--- src/hdl/bpo_ram.sv ---
// generic single write port, single read port ram with registered read
module bpo_ram #(
  parameter int WIDTH = 8,
  parameter int DEPTH = 16,
  parameter int AW    = $clog2(DEPTH)
) (
  input  logic             clk,
  input  logic             we,
  input  logic [AW-1:0]    waddr,
  input  logic [WIDTH-1:0] wdata,
  input  logic [AW-1:0]    raddr,
  output logic [WIDTH-1:0] rdata
);

  logic [WIDTH-1:0] mem [DEPTH];

  always_ff @(posedge clk) begin
    if (we) begin
      mem[waddr] <= wdata;
    end
    rdata <= mem[raddr];
  end

endmodule

--- config.mk ---
export PLATFORM = sky130hd
export DESIGN_NAME = bpo_ram
export DESIGN_NICKNAME = d
export VERILOG_FILES = /design/src/hdl/bpo_ram.sv
export SDC_FILE = /design/constraint.sdc
export NUM_CORES = 1
export LEC_CHECK = 0
export BUFFER_PORTS_ARGS = -buffer_cell sky130_fd_sc_hd__buf_4
export CORE_MARGIN = 2
export CORE_UTILIZATION = 65
export DETAILED_ROUTE_END_ITERATION = 6
export HOLD_SLACK_MARGIN = 0.12
export PLACE_DENSITY = 0.84
export SLEW_MARGIN = 5
export SYNTH_ARGS = -nofsm -noshare
export SYNTH_HDL_FRONTEND = slang
export SYNTH_SLANG_ARGS = --single-unit
export TNS_END_PERCENT = 100
--- constraint.sdc ---
create_clock -name clk -period 4.4 [get_ports clk]
set_clock_uncertainty 0.2 [all_clocks]
set_input_delay 0.66 -clock clk [delete_from_list [all_inputs] [get_ports clk]]
set_output_delay 0.66 -clock clk [all_outputs]
set_load 0.02 [all_outputs]
==> results.py <==
metrics = {
    "power": {
        "vdd_drop_max_mv": 0.3417,
        "p_switching_uw": 571.8,
        "power.total_uw": 2854,
        "pwr-share-comb_pct": 5.1,
        "internal_power_uw": 2282,
        "clkPwrFrac_pct": 43.8,
        "sw_frac_of_total_pct": 20.04,
        "p_seq_share_pct": 51.1,
        "p_per_area_nw_per_um2": 481.2,
        "leakagePower_uw": 0.001993,
    },
    "placed_design": {
        "gp_congestion": 0.7837,
        "portBuffers": 25,
        "place_hpwl_um": 5505,
    },
    "route": {
        "post_drt_wl_per_cell_um": 25.54,
        "drt-initial-drc-count": 250,
        "avgViaCountPerCell": 6.619,
        "ant_nets": 0,
        "dr_total_vias": 2522,
        "drt_wl_total_um": 9731,
        "drcViolationCount": 0,
        "firstDrtPassIters": 5,
    },
    "clock_network": {
        "postCtsSetupBuffers": 0,
        "path_clk_slew_ps": 60,
        "cts_tree": "done",
        "clockRootBuffer": "clkbuf_8",
        "cts_resized": 0,
        "cts_buffer_depth": 2,
        "cts_inserted_buffers": 17,
        "clk_latency_ps": 510,
        "cts_sinks": 136,
        "htreeDepth": 4,
        "hold_buffers": 0,
    },
    "timing": {
        "timing.final.crit_period_ps": 2185,
        "rsz0062_at_grt": "no",
        "drv_slew": 0,
        "min_period_over_period_pct": 49.65,
        "finalHoldViolCount": 0,
        "tns_ps": 0,
        "clock.fmax_mhz": 457.8,
        "whs_ps": 260.3,
        "tightest_slew_ps": 1052,
        "slew_headroom_pct": 29.36,
        "setup_viol": 0,
    },
    "global_routing": {
        "grt_max_degree": 33,
        "grt.met3_usage_pct": 7.977,
        "use_met1_pct": 33.87,
        "track_usage_pct": 25.02,
        "antenna_found_initial": 0,
        "grt_pass1_wl_um": 14630,
        "grtUsageMet2_pct": 39.31,
        "overflow": 0,
        "first_global_vias": 2527,
        "grt-busiest-layer": "met2",
    },
    "worst_setup_path": {
        "worstPathArrival_ps": 2110,
        "critPathRequiredTime_ps": 4330,
        "worst-path-max-fanout": 8,
        "worstSetupStartpointType": "primary input",
        "r2r_cells": 3,
        "worstSetupEndpointType": "register",
        "crit_type": "primary input to register",
    },
    "floorplan": {
        "pin_count": 26,
        "core_um2": 7687,
        "die_h_um": 92.99,
        "rows": 32,
        "die_area_um2": 8647,
        "die_w_um": 92.99,
        "start_util_pct": 66.96,
    },
    "cells_and_area": {
        "drive_gt1_share_pct": 26.52,
        "antenna_cells": 0,
        "nNetsFinal": 284,
        "fin_util_pct": 77.15,
        "fillers": 406,
        "syn2layout_area_growth_pct": 15.22,
    },
    "synth": {
        "synth.ff_latch_count": 136,
        "syn_area_um2": 5147,
        "ys_seq_area_share_pct": 77.78,
        "yosys_warnings": 0,
        "syn_inst": 229,
        "synth_cell_types": 19,
        "syn_avg_cell_area_um2": 22.48,
        "synth_nets": 247,
    },
    "worst_hold_path": {
        "min_path_cells": 1,
        "hold_path_class": "primary input to register",
    },
    "outcome": {
        "status": "finished clean",
    },
    "flow_run": {
        "drv_cap": 0,
    },
}
-- power groups by stage --
stage	Sequential (µW)	Combinational (µW)	Clock, µW
global route	1460	154	1310
detailed placement	1480	142	0
floorplan	1490	73.5	0
CTS	1460	145	1260
finish	1460	144	1250
global placement	1480	139	0
-- through the flow --
stage | instance area (µm²) | cells | setup WS, ps
2_1_floorplan | 5147 | 229 | 2047
3_3_place_gp | 5399 | 349 | 1788
3_5_place_dp | 5399 | 349 | 1701
4_1_cts | 5931 | 381 | 2217
5_1_grt | 5931 | 381 | 2159
6_report | 5931 | 381 | 2215
-- synth_stat cells --
cell type,number,area (µm²)
edfxtp_1,128,3844
mux4_2,18,405.4
a22oi_1,16,120.1
mux4_1,14,367.9
nor2_1,13,48.80
nand2_1,9,33.78
dfxtp_1,8,160.2
nor3_1,4,20.02
buf_2,3,15.01
buf_6,3,33.78
clkdlybuf4s25_2,3,30.03
nand2b_1,2,12.51
nand3b_1,2,15.01
and2_1,1,6.260
and2b_1,1,7.510
buf_4,1,7.510
nand3_1,1,5.000
nor2b_1,1,6.260
or3b_2,1,8.760
-- final cells by class --
| type | instances | area [µm²] | area share (%) |
|---|---|---|---|
| clock inverter | 9 | 75.07 | 1.266 |
| timing repair buffer | 28 | 210.2 | 3.544 |
| tap | 102 | 127.6 | 2.152 |
| clock buffer | 23 | 456.7 | 7.700 |
| sequential | 136 | 4004 | 67.51 |
| multi-input combinational | 83 | 1057 | 17.83 |
-- layout by cell type, fill, tap and decap left out, drive strengths merged --
cell	Yosys	final
nor2b	1	1
a22oi	16	16
clkbuf	0	23
nand3	1	1
clkinvlp	0	1
nand3b	2	2
and2b	1	1
buf	7	28
nor3	4	4
nor2	13	13
nand2	9	9
dfxtp	8	8
and2	1	1
mux4	32	32
bufinv	0	1
nand2b	2	2
clkinv	0	7
or3b	1	1
edfxtp	128	128
-- path summary, 6_finish.rpt --
path         startpoint         to  slack, ps
max            waddr[2]  mem[0][7]       2220
min            wdata[4]  mem[2][4]        260
max reg2reg   mem[0][6]   rdata[6]       2800
min reg2reg  mem[15][5]   rdata[5]        470
-- cells by family (layout without fill, tap and decap cells) --
kind of cell	count (synthesis)	count (layout)	synth area share, %
flip-flops	136	136	77.78
AND/OR/NAND/NOR	35	35	3.184
multiplexers	32	32	15.02
AO/OA/AOI/OAI	16	16	2.334
buffers and inverters	10	60	1.677
-- routing by layer --
metal	vias up	wire, µm
met4	0	126
met3	16	822
met2	132	5037
li1	1048	-
met5	-	0
met1	1326	3744
-- state kept, by name, indices dropped and copies added, names as in the netlist --
| name | count |
|---|---|
| mem | 128 |
| rdata | 8 |
-- worst max-delay path, stage by stage --
cell	delay [ps]
buf_4	120
or3b_2	510
nor3_1	820
(Power assumes the default switching activity.)
