## config.mk

```make
export PLATFORM = sky130hd
export DESIGN_NAME = bpo_divmod
export DESIGN_NICKNAME = d
export VERILOG_FILES = /design/src/hdl/bpo_pkg.sv /design/src/hdl/bpo_divmod.sv
export SDC_FILE = /design/constraint.sdc
export NUM_CORES = 1
export LEC_CHECK = 0
export BUFFER_PORTS_ARGS = -buffer_cell sky130_fd_sc_hd__buf_2
export CAP_MARGIN = 5
export CORE_UTILIZATION = 57
export CTS_BUF_LIST = sky130_fd_sc_hd__clkbuf_4 sky130_fd_sc_hd__clkbuf_8
export DETAILED_ROUTE_END_ITERATION = 7
export PLACE_DENSITY = 0.86
export SYNTH_ARGS = -nofsm -noshare
export SYNTH_HDL_FRONTEND = slang
export SYNTH_SLANG_ARGS = --single-unit
```

## constraint.sdc

```tcl
create_clock -name clk -period 3.9 [get_ports clk]
set_input_delay 0 -clock clk [delete_from_list [all_inputs] [get_ports clk]]
set_output_delay 0 -clock clk [all_outputs]
set_load 0.02 [all_outputs]
```

## src/hdl/bpo_pkg.sv

```systemverilog
// shared types and constants for the box pairwise overlap checker
package bpo_pkg;

  localparam int DIM_W    = 3;
  localparam int ORIGIN_W = 32;
  localparam int EXTENT_W = 31;
  localparam int COORD_W  = ORIGIN_W + EXTENT_W;
  localparam int PAIR_W   = 6;
  localparam int STATUS_W = 2;

  localparam logic [STATUS_W-1:0] STATUS_OK        = 2'd0;
  localparam logic [STATUS_W-1:0] STATUS_OVERFLOW  = 2'd1;
  localparam logic [STATUS_W-1:0] STATUS_BAD_COUNT = 2'd2;

  typedef enum logic [1:0] {
    ST_LOAD,
    ST_DIV,
    ST_SCAN,
    ST_EMIT
  } top_state_t;

  typedef enum logic [1:0] {
    SC_IDLE,
    SC_READ,
    SC_CMP
  } scan_state_t;

  typedef struct packed {
    logic done;
    logic found;
  } scan_stat_t;

endpackage

```

## src/hdl/bpo_divmod.sv

```systemverilog
// bit-serial restoring divider: coordinate count over dimension count
module bpo_divmod
  import bpo_pkg::*;
#(
  parameter int CW = 9
) (
  input  logic             clk,
  input  logic             rst,
  input  logic             start,
  input  logic [CW-1:0]    dividend,
  input  logic [DIM_W-1:0] divisor,
  output logic             done,
  output logic [CW-1:0]    quotient,
  output logic [DIM_W-1:0] remainder
);

  localparam int SW = $clog2(CW + 1);

  logic             busy;
  logic [SW-1:0]    step;
  logic [DIM_W-1:0] dvs;
  logic [DIM_W:0]   trial;
  logic             ge;

  // shift next dividend bit into the partial remainder
  assign trial = {remainder, quotient[CW-1]};
  assign ge    = trial >= {1'b0, dvs};

  always_ff @(posedge clk) begin
    if (rst) begin
      busy <= 1'b0;
      done <= 1'b0;
      step <= '0;
    end else begin
      done <= 1'b0;
      if (start) begin
        busy <= 1'b1;
        step <= SW'(CW);
      end else if (busy) begin
        step <= step - SW'(1);
        if (step == SW'(1)) begin
          busy <= 1'b0;
          done <= 1'b1;
        end
      end
    end
  end

  always_ff @(posedge clk) begin
    if (start) begin
      quotient  <= dividend;
      remainder <= '0;
      dvs       <= divisor;
    end else if (busy) begin
      quotient  <= {quotient[CW-2:0], ge};
      remainder <= ge ? DIM_W'(trial - {1'b0, dvs}) : trial[DIM_W-1:0];
    end
  end

endmodule

```

==> results of run 1 <==
metrics by stage:
stage / power [uW] / std cells / instance area, um2 / hold WS, ps
after floorplan: 365 / 84 / 1020 / 69.1
after global placement: 396 / 132 / 1170 / 177
after detailed placement: 404 / 132 / 1170 / 179
after CTS: 517 / 143 / 1270 / 4.66
after global routing: 545 / 145 / 1290 / 3.61
final: 526 / 145 / 1290 / 5.06
where the power goes:
part	switching (uW)	total, uW	internal (uW)
clock	68.5	115	47.0
combinational	73.6	133	59.6
sequential	17.9	277	259
total	160	526	366
state kept, by name (all words and copies together), names as in the netlist:
| name | cells |
|---|---|
| quotient | 9 |
| step | 4 |
| dvs | 3 |
| remainder | 3 |
| busy | 1 |
| done | 1 |
cells by family (layout without fill, tap and decap cells):
| logic type | after synthesis | after routing | synth area share |
|---|---|---|---|
| adder cells (fa/ha/maj) | 6 | 6 | 0.0807 |
| buffers and inverters | 11 | 48 | 0.0465 |
| multiplexers | 8 | 8 | 0.0880 |
| flip-flops | 21 | 21 | 0.528 |
| AO/OA/AOI/OAI | 13 | 13 | 0.100 |
| AND/OR/NAND/NOR | 22 | 22 | 0.131 |
| XOR/XNOR | 3 | 3 | 0.0257 |
layer usage:
layer	wire length, um	vias up	track usage	part of all wire
li1	-	377	-	-
met1	957	367	0.322	0.40
met2	1230	34	0.400	0.51
met3	101	13	0.0367	0.042
met4	125	0	0.188	0.052
met5	0	-	0	0
worst max path at each step:
| stage | startpoint | end | slack (ps) |
|---|---|---|---|
| floorplan | quotient[8] | remainder[2] | 2090 |
| global placement | quotient[8] | remainder[2] | 2200 |
| detailed placement | quotient[8] | remainder[2] | 2060 |
| CTS | quotient[8] | remainder[2] | 2030 |
| global route | quotient[8] | remainder[2] | 1940 |
| finish | quotient[8] | remainder[2] | 2030 |
placed cells by master (no fill, tap or decap), types with 2 or more instances in the layout:
cell           count
dfxtp_1            9
buf_2             27
clkbuf_4           4
mux2_2             8
xnor2_1            2
dlygate4sd3_1      9
a21oi_1            5
nand2_1            5
edfxtp_1          12
ha_1               5
inv_1              8
nor2_1             5
what timing repair did:
| item | in CTS | in global routing |
|---|---|---|
| gates resized for setup | 0 | 0 |
| hold buffers | 7 | 2 |
| endpoints found under the hold margin | 12 | 2 |
layout make-up:
cell class                 count  area (um2)
sequential                    21         541
multi-input combinational     52         435
fill                         109         303
timing repair buffer          36         225
clock buffer                   4        30.0
inverter                       8        30.0
tap                           24        30.0
==> summary.md, run 1 <==
| Metric | Value |
|---|---|
| Ys flop type | edfxtp_1 |
| Min Tclk post-route | 1870 ps |
| Initial antenna violation count | 0 |
| H-tree depth | 1 |
| CTS Root Cell | clkbuf_4 |
| CORE AREA | ~0.0016 mm2 |
| Maximum fanout along the worst path | 4 |
| GP Congestion | slightly above 0.8 |
| Total inserted antenna cells | 0 |
| R2r endpoint | remainder[2] |
| Status | finished, final reports clean |
| Setup Fix Bufs, Post-CTS | 0 |
| Crit path required time | approximately 4100 ps |
| Hold Path Origin | dividend[8] |
| Leak Pwr | 0.000556 uW |
| DRC viols | 0 |
| Syn-to-layout area delta | 26.2% |
| Core Util, Final | 0.810 |
| Grt total ovfl | 0 |
| FP Rows | 14 |
| Post-Syn Area per Cell | 12.2 um2 |
| Number of synthesized flops with an enable pin | 12 |
| Crit path depth | 6 |
| Setup ws final | 2030 ps |
| Pwr/cell area | 407 mW/mm2 |
| Worst Path Arrival | 2090 ps |
| Via/cell ratio | approximately 5.5 |
| Share of the synthesized area in the top cell type | 0.352 |
| R2r startpoint | quotient[8] |
| Vias | 791 |
| Layout cell share with drive strength beyond 1 | 0.347 |
| Fin Clk Skew | roughly 5.7 ps |
| Worst Reg-to-Reg Cells | 6 |
| Total Routing Usage GR | 0.255 |
| Drt total wl | between 2 and 2.5 mm |
| Die area | slightly below 0.002 mm2 |
| DPL Wire Length | roughly 1.5 mm |
| Sequential share of the synthesized area | 0.528 |
| Worst slew pin tran | ~400 ps |
| Max-Slew Margin vs Limit | 0.732 |
| Pin count of the biggest net entering global routing | 20 |
| Yosys reg bits | 21 |
| Clock Latency Late Sink | between 300 and 400 ps |
| Final hold violation count | 0 |
| Critical path class | reg -> reg |
| Slowest cell on crit path | fa_1 |
| Drt first pass iters | 4 |
| Setup crit end kind | flop |
| Chip width | around 44 um |
| Final period utilization | 0.479 |
| Top cells by count, synth | edfxtp_1, dfxtp_1, inv_1, mux2_2 |
| Largest stage delay, worst path | about 430 ps |
| Largest area contributor in the synthesized netlist | edfxtp_1 |
| WHS Endpoint | quotient[8] |
| Cell depth of the worst hold path | 2 |
| Post-Syn Area | approximately 0.0010 mm2 |
| CTS tree | done |
| Starting Density | 0.642 |
| Wirelength per Cell | approximately 17 um |
| Area contributors post-synth | edfxtp_1, dfxtp_1, mux2_2 |
| Slew Limit Fails | 0 |
| I/O pin total | 28 |
| DRT antenna net count | 0 |
| Nets | about 140 |
| Setup TNS Final | 0 ps |
| CTS Buffer Depth | 2 |
| First-pass GRT wire length | around 3.4 mm |
| Clk sink count | 21 |
| Hold Path Class | in -> reg |
| Place WS | between 2000 and 2500 ps |
| RSZ-0062 raised after global routing | false |
| CTS buffer count | 3 |
| Die Y | roughly 44 um |
| Port Buf Inserts | 27 |
| Fmax | 536 MHz |
| Initial drt markers | 35 |
| Crit path max-delay family | adder cells |
| Max-cap violations | 0 |
| WP buf/inv | 1 |
| Critical path, cell by cell | inv_1 > ha_1 > fa_1 > and2b_1 > nor4_2 > o41ai_2 |
| Net Count, Synth | 105 |
| Ys Warns | 0 |
| Synth cell types | 33 |
| CP startpoint kind | flop |
| Vias in the first global route | ~740 |
| Flop2flop setup slack | just over 2000 ps |
| Post-synth ARST share | 0 |
| Final Setup Violations | 0 |
| Worst-path clk slew | 110 ps |
| Top-count cell post-synth | edfxtp_1 |
| Worst vdd ir | around 330 uV |
| Cells after Synth | 84 |
No activity file was read; power rests on OpenSTA's default activity.
==> inputs of run 2 (changes only) <==
- CORE_UTILIZATION: 57 -> 48
- PLACE_DENSITY: 0.86 -> 0.77
- clock period: 3.9 -> 1.6 ns (I/O delays scaled with it)
==> run 2 against run 1 <==
Effect of this change:
- the flow now finishes with violations (setup timing)
- global-route usage decreased by 6.0 points
- die area is 18% higher
- sequential cell count unchanged
- combinational power grew to 2.5 times the previous value
- maximum frequency up 17%
- worst setup slack worse by 2000 ps
- power up 140%
- clock power grew 130%
- count of clock-buffer cells in the layout did not move
- wire length down 18%
- sequential share of layout area is 0.99 points lower
- largest power group unchanged
==> summary.md, run 2 (synthesized netlist as in run 1, its figures left out) <==
| Metric | Value |
|---|---|
| I/O pin total | 28 |
| Crit path max-delay family | compound AO/OA/AOI/OAI gates |
| Fmax | ~620 MHz |
| Total Routing Usage GR | 0.195 |
| GP Congestion | between 0.8 and 0.9 |
| Worst path most repeated cell | a21oi_1 |
| Status | finished with violations |
| Pin count of the biggest net entering global routing | 20 |
| Wirelength per Cell | 13.2 um |
| Combinational Power Share | 0.265 |
| Vias in the first global route | ~730 |
| CTS buffer count | 3 |
| Starting Density | 0.516 |
| DRC viols | 0 |
| Worst vdd ir | about 610 uV |
| Worst slew pin tran | around 390 ps |
| Largest reg by FF count | quotient |
| Largest regs | quotient: 9 flops, step: 4 flops |
| CTS Buffer Depth | 2 |
| Die area | between 0.002 and 0.0025 mm2 |
| Min Tclk post-route | roughly 1600 ps |
| RSZ-0062 raised after global routing | true |
| Clock Latency Late Sink | just under 300 ps |
| Largest stage delay, worst path | approximately 400 ps |
| Leak Pwr | 0.000564 uW |
| Drt total wl | a little under 2 mm |
| Slowest cell on crit path | edfxtp_1 |
| Pwr/cell area | about 960 mW/mm2 |
| Max FFs per register | 9 |
| Max-cap violations | 0 |
| Setup Fix Bufs, Post-CTS | 0 |
| DRT antenna net count | 0 |
| Critical path, cell by cell | inv_1 > ha_2 > fa_2 > a21bo_1 > a21oi_1 > a21oi_1 |
| Nets | approximately 150 |
| Fin Clk Skew | 1.68 ps |
| CP startpoint kind | flop |
| First-pass GRT wire length | 3.05 mm |
| Final hold violation count | 0 |
| Failing checks | setup timing |
| Pwr Total | between 1000 and 1500 uW |
| Layout cell share with drive strength beyond 1 | 0.390 |
| Sw Share | 0.290 |
| FP Rows | 16 |
| Vias | just under 800 |
| Initial antenna violation count | 0 |
| Maximum fanout along the worst path | 4 |
| Cell area after layout | approximately 0.0013 mm2 |
| Post-DP Area | ~0.0012 mm2 |
| Port Buf Inserts | 27 |
| Syn-to-layout area delta | 29.2% |
| Final period utilization | 1.00 |
| Setup ws final | -1.76 ps |
| Hold Path Class | in -> reg |
| Max-Slew Margin vs Limit | 0.743 |
| Crit path required time | approximately 1700 ps |
| Setup crit end kind | flop |
| Critical path class | reg -> reg |
| Most frequent cells in the layout | buf_2, edfxtp_1, dfxtp_1, dlygate4sd3_1 |
| Drt first pass iters | 4 |
| Clk pwr share | 0.207 |
| DPL Wire Length | about 1.4 mm |
| Worst hold slack | 11.2 ps |
| Chip width | 48.2 um |
| H-tree depth | 1 |
| Sequential power share | 0.528 |
| Grt total ovfl | 0 |
| Worst Path Arrival | between 1500 and 2000 ps |
| Slew Limit Fails | 0 |
| Worst-path clk slew | roughly 110 ps |
| CTS Root Cell | clkbuf_4 |
| Initial drt markers | 13 |
| CTS tree | done |
| P_int | ~900 uW |
| Die Y | a little under 50 um |
| Core Util, Final | 0.667 |
| Total inserted antenna cells | 0 |
| Clk sink count | 21 |
| Place WS | about 2.7 ps |
| Net Sw Power | roughly 370 uW |
| Final Setup Violations | 1 |
| Via/cell ratio | around 5.2 |
| Leading cell type in the layout, fill and taps excluded | buf_2 |
| CORE AREA | just under 0.002 mm2 |
| WP buf/inv | 1 |
[run 2: what timing repair did]
item	in CTS	in global routing
gates resized for setup	2	0
setup endpoints to repair	3	4
endpoints found under the hold margin	13	1
pin swaps	1	0
hold buffers	8	1
[run 2: area by class of cell]
cell class                 instances  area, um2
multi-input combinational         52        448
tap                               27       33.8
fill                             140        659
clock buffer                       4       30.0
sequential                        21        541
timing repair buffer              38        240
inverter                           8       30.0
[run 2: worst paths after layout]
path | cells past startpoint | endpoint | slack (ps) | startpoint
setup / recovery | 6 | quotient[0] | -2 | quotient[8]
setup reg to reg | 6 | quotient[0] | -2 | quotient[8]
hold / removal | 2 | quotient[3] | 10 | dividend[3]
hold reg to reg | 2 | remainder[2] | 530 | remainder[2]
[run 2: power by group through the flow]
stage	sequential [uW]	clock (uW)	combinational, uW
2_1_floorplan	718	0	173
3_3_place_gp	680	0	301
3_5_place_dp	681	0	312
4_1_cts	671	271	334
5_1_grt	678	289	369
6_report	671	263	337
[run 2: per-layer routing]
layer	track usage	wire (um)
met5	0	0
met1	0.257	898
met2	0.309	988
met3	0.0333	63
met4	0.100	31
[run 2: through the flow]
step / setup TNS [ps] / std cells
floorplan: -184 / 84
global placement: 0 / 137
detailed placement: 0 / 137
CTS: -4.32 / 149
global route: -256 / 150
finish: -1.76 / 150
[run 2: worst register-to-register path, delay by kind of cell, from the launching register on]
family	cells	cell delay, ps
AO/OA/AOI/OAI	3	510
flip-flops	1	400
adder cells (fa/ha/maj)	2	380
buffers and inverters	1	80
