`config.mk`:
```
export PLATFORM = sky130hd
export DESIGN_NAME = bpo_scan
export DESIGN_NICKNAME = d
export VERILOG_FILES = /design/src/hdl/bpo_pkg.sv /design/src/hdl/bpo_scan.sv
export SDC_FILE = /design/constraint.sdc
export NUM_CORES = 1
export LEC_CHECK = 0
export BUFFER_PORTS_ARGS = -buffer_cell sky130_fd_sc_hd__clkbuf_2
export CORE_MARGIN = 3
export CORE_UTILIZATION = 60
export CTS_CLUSTER_DIAMETER = 60
export CTS_CLUSTER_SIZE = 14
export DETAILED_ROUTE_END_ITERATION = 6
export HOLD_SLACK_MARGIN = 0.03
export PLACE_DENSITY = 0.87
export SKIP_CTS_REPAIR_TIMING = 1
export SYNTH_ARGS = -nofsm -noshare
export SYNTH_HDL_FRONTEND = slang
export SYNTH_SLANG_ARGS = --single-unit
```
`constraint.sdc`:
```
create_clock -name clk -period 10 [get_ports clk]
set_input_delay 1 -clock clk [delete_from_list [all_inputs] [get_ports clk]]
set_output_delay 1 -clock clk [all_outputs]
set_load 0.005 [all_outputs]
```
`src/hdl/bpo_pkg.sv`:
```
// shared types and constants for the box pairwise overlap checker
package bpo_pkg;

  localparam int DIM_W    = 3;
  localparam int ORIGIN_W = 32;
  localparam int EXTENT_W = 31;
  localparam int COORD_W  = ORIGIN_W + EXTENT_W;
  localparam int PAIR_W   = 6;
  localparam int STATUS_W = 2;

  localparam logic [STATUS_W-1:0] STATUS_OK        = 2'd0;
  localparam logic [STATUS_W-1:0] STATUS_OVERFLOW  = 2'd1;
  localparam logic [STATUS_W-1:0] STATUS_BAD_COUNT = 2'd2;

  typedef enum logic [1:0] {
    ST_LOAD,
    ST_DIV,
    ST_SCAN,
    ST_EMIT
  } top_state_t;

  typedef enum logic [1:0] {
    SC_IDLE,
    SC_READ,
    SC_CMP
  } scan_state_t;

  typedef struct packed {
    logic done;
    logic found;
  } scan_stat_t;

endpackage

```
`src/hdl/bpo_scan.sv`:
```
// pair scan: walks box pairs in order, reads both boxes a dimension at a time
module bpo_scan
  import bpo_pkg::*;
#(
  parameter int AW = 8,
  parameter int CW = 9
) (
  input  logic               clk,
  input  logic               rst,
  input  logic               start,
  input  logic [DIM_W-1:0]   dims,
  input  logic [CW-1:0]      boxes,
  output logic [AW-1:0]      addr_a,
  output logic [AW-1:0]      addr_b,
  input  logic [COORD_W-1:0] rdata_a,
  input  logic [COORD_W-1:0] rdata_b,
  output logic [AW-1:0]      pair_first,
  output logic [AW-1:0]      pair_second,
  output scan_stat_t         stat
);

  scan_state_t      state, state_next;
  logic [AW-1:0]    box_i, box_i_next, box_j, box_j_next;
  logic [CW-1:0]    base_a, base_a_next, base_b, base_b_next;
  logic [DIM_W-1:0] dim, dim_next;
  scan_stat_t       stat_next;

  logic signed [ORIGIN_W:0] org_a, org_b, end_a, end_b;
  logic                     dim_overlap;

  assign addr_a = AW'(base_a + CW'(dim));
  assign addr_b = AW'(base_b + CW'(dim));

  // sums at 33 bits so they never wrap
  assign org_a = {rdata_a[ORIGIN_W-1], rdata_a[ORIGIN_W-1:0]};
  assign org_b = {rdata_b[ORIGIN_W-1], rdata_b[ORIGIN_W-1:0]};
  assign end_a = org_a + signed'({2'b00, rdata_a[COORD_W-1:ORIGIN_W]});
  assign end_b = org_b + signed'({2'b00, rdata_b[COORD_W-1:ORIGIN_W]});
  assign dim_overlap = (end_a > org_b) && (end_b > org_a);

  assign pair_first  = box_i;
  assign pair_second = box_j;

  always_ff @(posedge clk) begin
    if (rst) begin
      state <= SC_IDLE;
      stat  <= '0;
    end else begin
      state <= state_next;
      stat  <= stat_next;
    end
  end

  always_ff @(posedge clk) begin
    box_i  <= box_i_next;
    box_j  <= box_j_next;
    base_a <= base_a_next;
    base_b <= base_b_next;
    dim    <= dim_next;
  end

  always_comb begin
    state_next  = state;
    box_i_next  = box_i;
    box_j_next  = box_j;
    base_a_next = base_a;
    base_b_next = base_b;
    dim_next    = dim;
    stat_next   = '{done: 1'b0, found: stat.found};
    unique case (state)
      SC_IDLE: begin
        if (start) begin
          box_i_next      = '0;
          box_j_next      = AW'(1);
          base_a_next     = '0;
          base_b_next     = CW'(dims);
          dim_next        = '0;
          stat_next.found = 1'b0;
          if (boxes < CW'(2)) begin
            stat_next.done = 1'b1;
          end else begin
            state_next = SC_READ;
          end
        end
      end
      SC_READ: begin
        state_next = SC_CMP;
      end
      SC_CMP: begin
        if (dim_overlap) begin
          if ((DIM_W + 1)'(dim) + (DIM_W + 1)'(1) < {1'b0, dims}) begin
            dim_next   = dim + DIM_W'(1);
            state_next = SC_READ;
          end else begin
            stat_next  = '{done: 1'b1, found: 1'b1};
            state_next = SC_IDLE;
          end
        end else begin
          dim_next = '0;
          if (CW'(box_j) + CW'(1) < boxes) begin
            box_j_next  = box_j + AW'(1);
            base_b_next = base_b + CW'(dims);
            state_next  = SC_READ;
          end else if (CW'(box_i) + CW'(2) < boxes) begin
            // next first box, second box right after it
            box_i_next  = box_i + AW'(1);
            box_j_next  = box_i + AW'(2);
            base_a_next = base_a + CW'(dims);
            base_b_next = base_a + CW'(dims) + CW'(dims);
            state_next  = SC_READ;
          end else begin
            stat_next.done = 1'b1;
            state_next     = SC_IDLE;
          end
        end
      end
      default: state_next = SC_IDLE;
    endcase
  end

endmodule
```
==> results of run 1 <==
cell usage after synthesis, drive strengths merged (11+ instances only):
master / instances / area share [%]
nand4: 20 / 1.6
inv: 110 / 5.3
ha: 162 / 26
nand3: 34 / 2.2
o21ai: 56 / 3.7
nor2b: 12 / 0.97
xnor2: 69 / 7.8
a31oi: 14 / 1.3
xor2: 26 / 2.9
nand2: 59 / 2.9
nand2b: 11 / 0.89
edfxtp: 35 / 14
a21oi: 90 / 5.8
nor3: 26 / 1.7
a21o: 42 / 4.1
nor2: 76 / 3.7
metrics by stage:
stage / hold slack (ns) / setup slack (ns) / utilization [%]
finish: 0.607 / 3.34 / 72.9
global route: 0.631 / 3.01 / 72.9
CTS: 0.596 / 3.40 / 72.9
detailed placement: 0.586 / 3.09 / 71.5
global placement: 0.579 / 3.23 / 71.5
floorplan: 0.528 / 3.92 / -
per-layer routing:
metal	track usage [%]	part of all wire (%)
met1	36.2	43
met2	51.1	49
met3	2.54	5.6
met4	9.59	2.5
met5	0	0
worst reg2reg max path: cells and delay by family, from the launching register on:
family,cells,cell delay (ns)
compound gates,4,0.63
xor+xnor,2,0.41
fa+ha+maj,4,1.14
buf+inv,1,0.33
flops,1,0.51
mux,1,0.39
simple gates,5,0.72
kinds of logic (layout without fill, tap and decap cells):
logic type | Yosys count | after routing | share of synthesized area [%]
fa+ha+maj | 168 | 168 | 27.7
mux | 7 | 7 | 0.952
simple gates | 283 | 283 | 18.0
xor+xnor | 95 | 95 | 10.7
flops | 39 | 39 | 14.6
compound gates | 267 | 267 | 22.1
buf+inv | 123 | 295 | 5.98
worst max-delay path by stage:
stage / startpoint / endpoint / cells past startpoint
4_1_cts: rdata_a[0] / base_a[5] / 23
2_1_floorplan: rdata_a[2] / base_a[0] / 18
3_5_place_dp: rdata_a[0] / base_a[5] / 23
6_report: rdata_a[0] / base_a[5] / 23
3_3_place_gp: rdata_a[0] / pair_second[2] / 23
5_1_grt: rdata_a[0] / base_a[5] / 23
power groups by stage:
| stage | Sequential, mW | Clock [mW] | Combinational, mW |
|---|---|---|---|
| after floorplan | 0.209 | 0 | 0.381 |
| after global placement | 0.214 | 0 | 0.510 |
| after detailed placement | 0.215 | 0 | 0.523 |
| after CTS | 0.211 | 0.189 | 0.528 |
| after global routing | 0.214 | 0.194 | 0.599 |
| final | 0.212 | 0.187 | 0.532 |
final cells by class:
class	count	area, um^2
fillers	978	3330
clock buffers	5	125
inverters	110	413
clock inverters	3	43.8
well taps	168	210
repair buffers	177	893
multi-input cells	820	6160
flip-flops and latches	39	1130
registers in the layout, summed over array words and instances (netlist names):
register	count
pair_first	8
base_b	8
dim	3
pair_second	8
base_a	8
stat	2
state	2
placed cells by master (no fill, tap or decap), types with 12 or more instances in the layout:
cell type | synthesis | routed
nand3_1 | 34 | 34
o21ai_0 | 50 | 50
nand4_1 | 20 | 20
xor2_1 | 26 | 26
clkbuf_2 | 0 | 174
a21o_1 | 42 | 42
nand2_1 | 59 | 59
nor2b_1 | 12 | 12
a31oi_1 | 13 | 13
xnor2_1 | 69 | 69
ha_1 | 162 | 162
nor3_1 | 25 | 25
edfxtp_1 | 35 | 35
a21oi_1 | 90 | 90
inv_1 | 110 | 110
nor2_1 | 76 | 76
==> impl_metrics.csv, run 1 <==
group,metric,value,unit
floorplanning,chipWidth,120,um
layout,design_area,0.00898,mm^2
run,cap_viol_max_count,0,
timing,hold_viol_final,0,
placement,port_buffers,174,
clocking,clkLatencyLatePin,0.30,ns
global_routing,grt_max_degree,31,
hold_path,hold_end,"state[1]",
global_routing,grtUsageTotal,28.6,%
setup_path,crit_top_cell,"a21o_1",
clocking,cts.path.max_buffers,2,
floorplanning,io_pins,175,
timing,timing.slew.headroom,26.3,%
setup_path,path_cells,"clkbuf_2 -> ha_1 -> inv_1 -> fa_1 -> nor2b_1 -> o21ai_0 -> a21o_1 -> a31oi_1 -> a21o_1 -> o21ai_1 -> o211ai_1 -> a21oi_1 -> xnor2_1 -> ha_1 -> a21o_1 -> a211o_1 -> a2111oi_0 -> o21ai_1 -> o21a_1 -> o221ai_2 -> nand3_1 -> a21oi_1 -> buf_4",
layout,insertedDiodeCount,0,
setup_path,crit_type,"primary input to register",
setup_path,r2r-end,"base_b[6]",
yosys,synth_area,0.00776,mm^2
floorplanning,die_area,0.0143,mm^2
yosys,ys.flop_type,"edfxtp_1",
timing,setup_tns,0,ns
floorplanning,die_h,120,um
yosys,synth_edf_count,35,
clocking,cts-root-buf,"clkbuf_16",
setup_path,crit_fanout,9,
hold_path,hp-start,"state[0]",
setup_path,r2r_cells,17,
layout,drive_above_1_share,17.7,%
drt,routed_wl,20900,um
pwr,power_density,104,mW/mm^2
drt,drc,0,
yosys,synth_warnings,0,
pwr,peakVddDrop,0.151,mV
global_routing,first_global_vias,7462,
setup_path,crit_required,10.00,ns
yosys,synth_cell_types,64,
drt,vias,7715,
placement,place_area,0.00881,mm^2
placement,placed_cells,1314,
timing,setup-violations-final,0,
setup_path,crit_path_max_incr_delay,0.73,ns
pwr,p_total,0.931,mW
pwr,power.switching,0.381,mW
timing,fin_worst_skew,0.00786,ns
floorplanning,rows,40,
drt,vias_per_cell,5.84,
timing,rsz0062_at_grt,"false",
timing,max_freq,0.150,GHz
hold_path,min_path_cells,1,
setup_path,worst_setup_path_start_kind,"primary input",
layout,areaGrowthSynthToFinish,15.7,%
layout,finalNonFillerCells,1322,
pwr,swShare,40.9,%
setup_path,cp_num_buf_inv,3,
timing,fin_crit,6.66,ns
yosys,yosys_register_bits,39,
timing,fin_crit_sh,66.6,%
status,status,"finished clean",
setup_path,cp_slowest_cell,"a21oi_1",
setup_path,arrival,6.66,ns
yosys,synthArstFlopShare,0,%
yosys,syn_area_per_cell,7.90,um^2
drt,first_pass_iters,5,
yosys,yosysSeqAreaShare,14.6,%
clocking,path_clk_slew,0.06,ns
pwr,leakage,4.63,nW
global_routing,grt_pass1_wl,34200,um
floorplanning,core_area,0.0123,mm^2
pwr,seq_power_share,22.7,%
hold_path,holdCritPathClass,"register to register",
setup_path,cp-end-kind,"register",
pwr,comb_power_share,57.2,%
placement,hpwl,17800,um
global_routing,antenna_found_initial,0,
timing,drv_slew,0,
setup_path,cp_top_family,"compound AO/OA/AOI/OAI gates",
floorplanning,start_util,63.0,%
pwr,internal_power,0.550,mW
clocking,cts_tree,"yes",
clocking,cts_max_level,2,
timing,worst_pin_slew,1.11,ns
drt,ant_nets,0,
clocking,clock-sinks,39,
drt,wl_per_cell,15.8,um
layout,fin_nets,1462,
clocking,numCtsBuffers,5,
yosys,syn-num-nets,1291,
yosys,synth_cells,982,
setup_path,timing.rr.start,"pair_second[0]",
placement,place_congestion,0.963,
global_routing,gr-total-overflow,0,
drt,dr.first_iter.drc_count,456,
pwr,clkPwrFrac,20.1,%
setup_path,r2r_setup_slack,5.57,ns
(Power assumes the default switching activity.)
==> run 2, diff against run 1 <==
--- a/config.mk
+++ b/config.mk
@@ -5,14 +5,15 @@
 export SDC_FILE = /design/constraint.sdc
 export NUM_CORES = 1
 export LEC_CHECK = 0
+export ABC_AREA = 1
 export BUFFER_PORTS_ARGS = -buffer_cell sky130_fd_sc_hd__clkbuf_2
 export CORE_MARGIN = 3
-export CORE_UTILIZATION = 60
+export CORE_UTILIZATION = 52
 export CTS_CLUSTER_DIAMETER = 60
 export CTS_CLUSTER_SIZE = 14
 export DETAILED_ROUTE_END_ITERATION = 6
 export HOLD_SLACK_MARGIN = 0.03
-export PLACE_DENSITY = 0.87
+export PLACE_DENSITY = 0.79
 export SKIP_CTS_REPAIR_TIMING = 1
 export SYNTH_ARGS = -nofsm -noshare
 export SYNTH_HDL_FRONTEND = slang
==> constraint.sdc (replaced) <==
create_clock -name clk -period 5.7 [get_ports clk]
set_input_delay 0.57 -clock clk [delete_from_list [all_inputs] [get_ports clk]]
set_output_delay 0.57 -clock clk [all_outputs]
set_load 0.005 [all_outputs]
==> run 2 against run 1 <==
Against the previous run: sequential share of layout area fell by 1.1 points; die area rose by 27%; final area rose by 9.9%; sequential power rose by 92%; synthesized cell count rose by 28%; clock skew fell by 0.0026 ns; non-clock buffer count rose by 1; clock power rose by 41%; critical path type is now register to register; largest power group unchanged.
==> impl_metrics.csv, run 2 <==
group,metric,value,unit
drt,dr.first_iter.drc_count,478,
clocking,path_clk_slew,0.05,ns
yosys,synth_top_area_share,23.6,%
timing,fin_crit_sh,73.1,%
global_routing,grt_max_degree,28,
pwr,power_density,186,mW/mm^2
drt,routed_wl,23600,um
placement,port_buffers,174,
placement,place_area,0.00974,mm^2
yosys,synthTopCellsByCount,"nand2_1, inv_1, ha_1, a21oi_1, nor2_1",
timing,rsz0062_at_grt,"false",
floorplanning,rows,46,
yosys,synthMostInstantiatedCell,"nand2_1",
timing,timing.slew.headroom,54.5,%
drt,drc,0,
floorplanning,die_area,0.0181,mm^2
timing,setup-violations-final,0,
setup_path,timing.rr.start,"pair_second[0]",
hold_path,hp-start,"state[0]",
yosys,synth_edf_count,35,
layout,fin_nets,1747,
layout,design_area,0.00987,mm^2
timing,fin_worst_skew,0.00524,ns
setup_path,cp-end-kind,"register",
placement,placed_cells,1647,
drt,vias_per_cell,5.31,
clocking,numCtsBuffers,5,
setup_path,arrival,4.19,ns
status,status,"finished clean",
global_routing,grt_pass1_wl,38200,um
run,cap_viol_max_count,0,
layout,utilization,61.5,%
layout,areaGrowthSynthToFinish,14.7,%
setup_path,worst_setup_path_start_kind,"register",
yosys,synth_cells,1261,
yosys,ys_top_cells_by_area,"ha_1, edfxtp_1, nand2_1, inv_1, a21oi_1",
setup_path,crit_type,"register to register",
pwr,leakage,5.35,nW
timing,fin_crit,4.17,ns
floorplanning,chipWidth,135,um
clocking,cts-root-buf,"clkbuf_16",
global_routing,antenna_found_initial,0,
hold_path,holdCritPathClass,"register to register",
timing,hold_viol_final,0,
pwr,peakVddDrop,0.134,mV
yosys,yosys_register_bits,39,
floorplanning,die_h,135,um
layout,final_common_cell,"nand2_1",
global_routing,first_global_vias,8335,
clocking,cts.path.max_buffers,2,
clocking,cts_max_level,2,
placement,pre_cts_ws,1.24,ns
setup_path,critPathLaunch,"pair_second[0]",
timing,setup_slack,1.53,ns
placement,hpwl,20900,um
yosys,synthArstFlopShare,0,%
yosys,synth_area,0.00860,mm^2
floorplanning,io_pins,175,
yosys,synth_cell_types,54,
clocking,cts_tree,"yes",
layout,drive_above_1_share,17.5,%
timing,max_freq,0.240,GHz
setup_path,crit_fanout,27,
global_routing,gr-total-overflow,0,
layout,final_cell_mix,"nand2_1, inv_1, clkbuf_2",
floorplanning,start_util,53.6,%
timing,worst_pin_slew,0.682,ns
yosys,synth_warnings,0,
timing,setup_tns,0,ns
clocking,clock-sinks,39,
timing,drv_slew,0,
placement,place_congestion,0.978,
drt,first_pass_iters,5,
yosys,yosysSeqAreaShare,13.1,%
yosys,syn_area_per_cell,6.82,um^2
setup_path,crit_required,5.72,ns
yosys,yosysTopAreaCell,"ha_1",
drt,vias,8788,
layout,finalNonFillerCells,1654,
drt,ant_nets,0,
layout,insertedDiodeCount,0,
clocking,clkLatencyLatePin,0.28,ns
yosys,ys.flop_type,"edfxtp_1",
drt,wl_per_cell,14.3,um
global_routing,grtUsageTotal,25.5,%
yosys,syn-num-nets,1570,
floorplanning,core_area,0.0161,mm^2
## run 2: cell types whose count changed after synthesis, moves of 30 or more
cell     change
xnor2_1     -41
nand2_1    +192
a21oi_1     +40
inv_1      +108
nor2_1      +45
a21o_1      -30
## run 2: power breakdown
group / internal, mW / switching (mW)
combinational: 0.465 / 0.698
sequential: 0.362 / 0.0446
clock: 0.157 / 0.107
total: 0.984 / 0.850
## run 2: kinds of logic (layout without fill, tap and decap cells)
kind of cell | count (synthesis) | count (layout) | share of synthesized area, %
AO/OA/AOI/OAI | 274 | 274 | 20.3
flip-flops | 39 | 39 | 13.1
adder cells (fa/ha/maj) | 168 | 168 | 25.0
XOR/XNOR | 83 | 83 | 8.54
AND/OR/NAND/NOR | 467 | 467 | 22.9
buffers and inverters | 230 | 407 | 10.1
## run 2: through the flow
step           total power [mW]  hold WS, ns
6_report                   1.83        0.501
5_1_grt                    2.01        0.546
4_1_cts                    1.84        0.502
3_5_place_dp               1.56        0.495
3_3_place_gp               1.54        0.490
2_1_floorplan              1.23        0.462
## run 2: cell type report
| type | instances | area [um^2] |
|---|---|---|
| Fill cell | 1505 | 6190 |
| Sequential cell | 39 | 1130 |
| Multi-Input combinational cell | 992 | 6600 |
| Tap cell | 216 | 270 |
| Clock buffer | 5 | 125 |
| Inverter | 222 | 833 |
| Timing Repair Buffer | 178 | 901 |
| Clock inverter | 2 | 8.76 |
## run 2: worst max-delay path, stage by stage (launching register included)
cell	delay (ns)
edfxtp_1	0.46
ha_1	0.24
nand3_1	0.12
nor2_1	0.16
xor2_1	0.23
ha_1	0.28
a21oi_1	0.15
o31a_1	0.15
nand3_2	0.40
inv_1	0.41
o21ai_0	0.13
ha_1	0.22
fa_1	0.39
nand2_1	0.10
inv_1	0.04
o21ai_1	0.18
nor2_1	0.09
nand2_1	0.07
a21oi_1	0.06
## run 2: worst paths after layout
check,to,cells past startpoint,slack (ns)
worst max register to register,base_b[6],18,1.53
worst max-delay path,base_b[6],18,1.53
worst min-delay path,state[1],2,0.50
worst min register to register,state[1],2,0.50
## run 2: layer usage
metal,GRT usage [%],vias to the layer above,part of all wire [%],wire [um]
li1,-,4540,-,-
met1,32.8,3943,44,10300
met2,46.5,278,49,11600
met3,1.97,27,5.1,1220
met4,5.71,0,2.1,496
met5,0,-,0,0
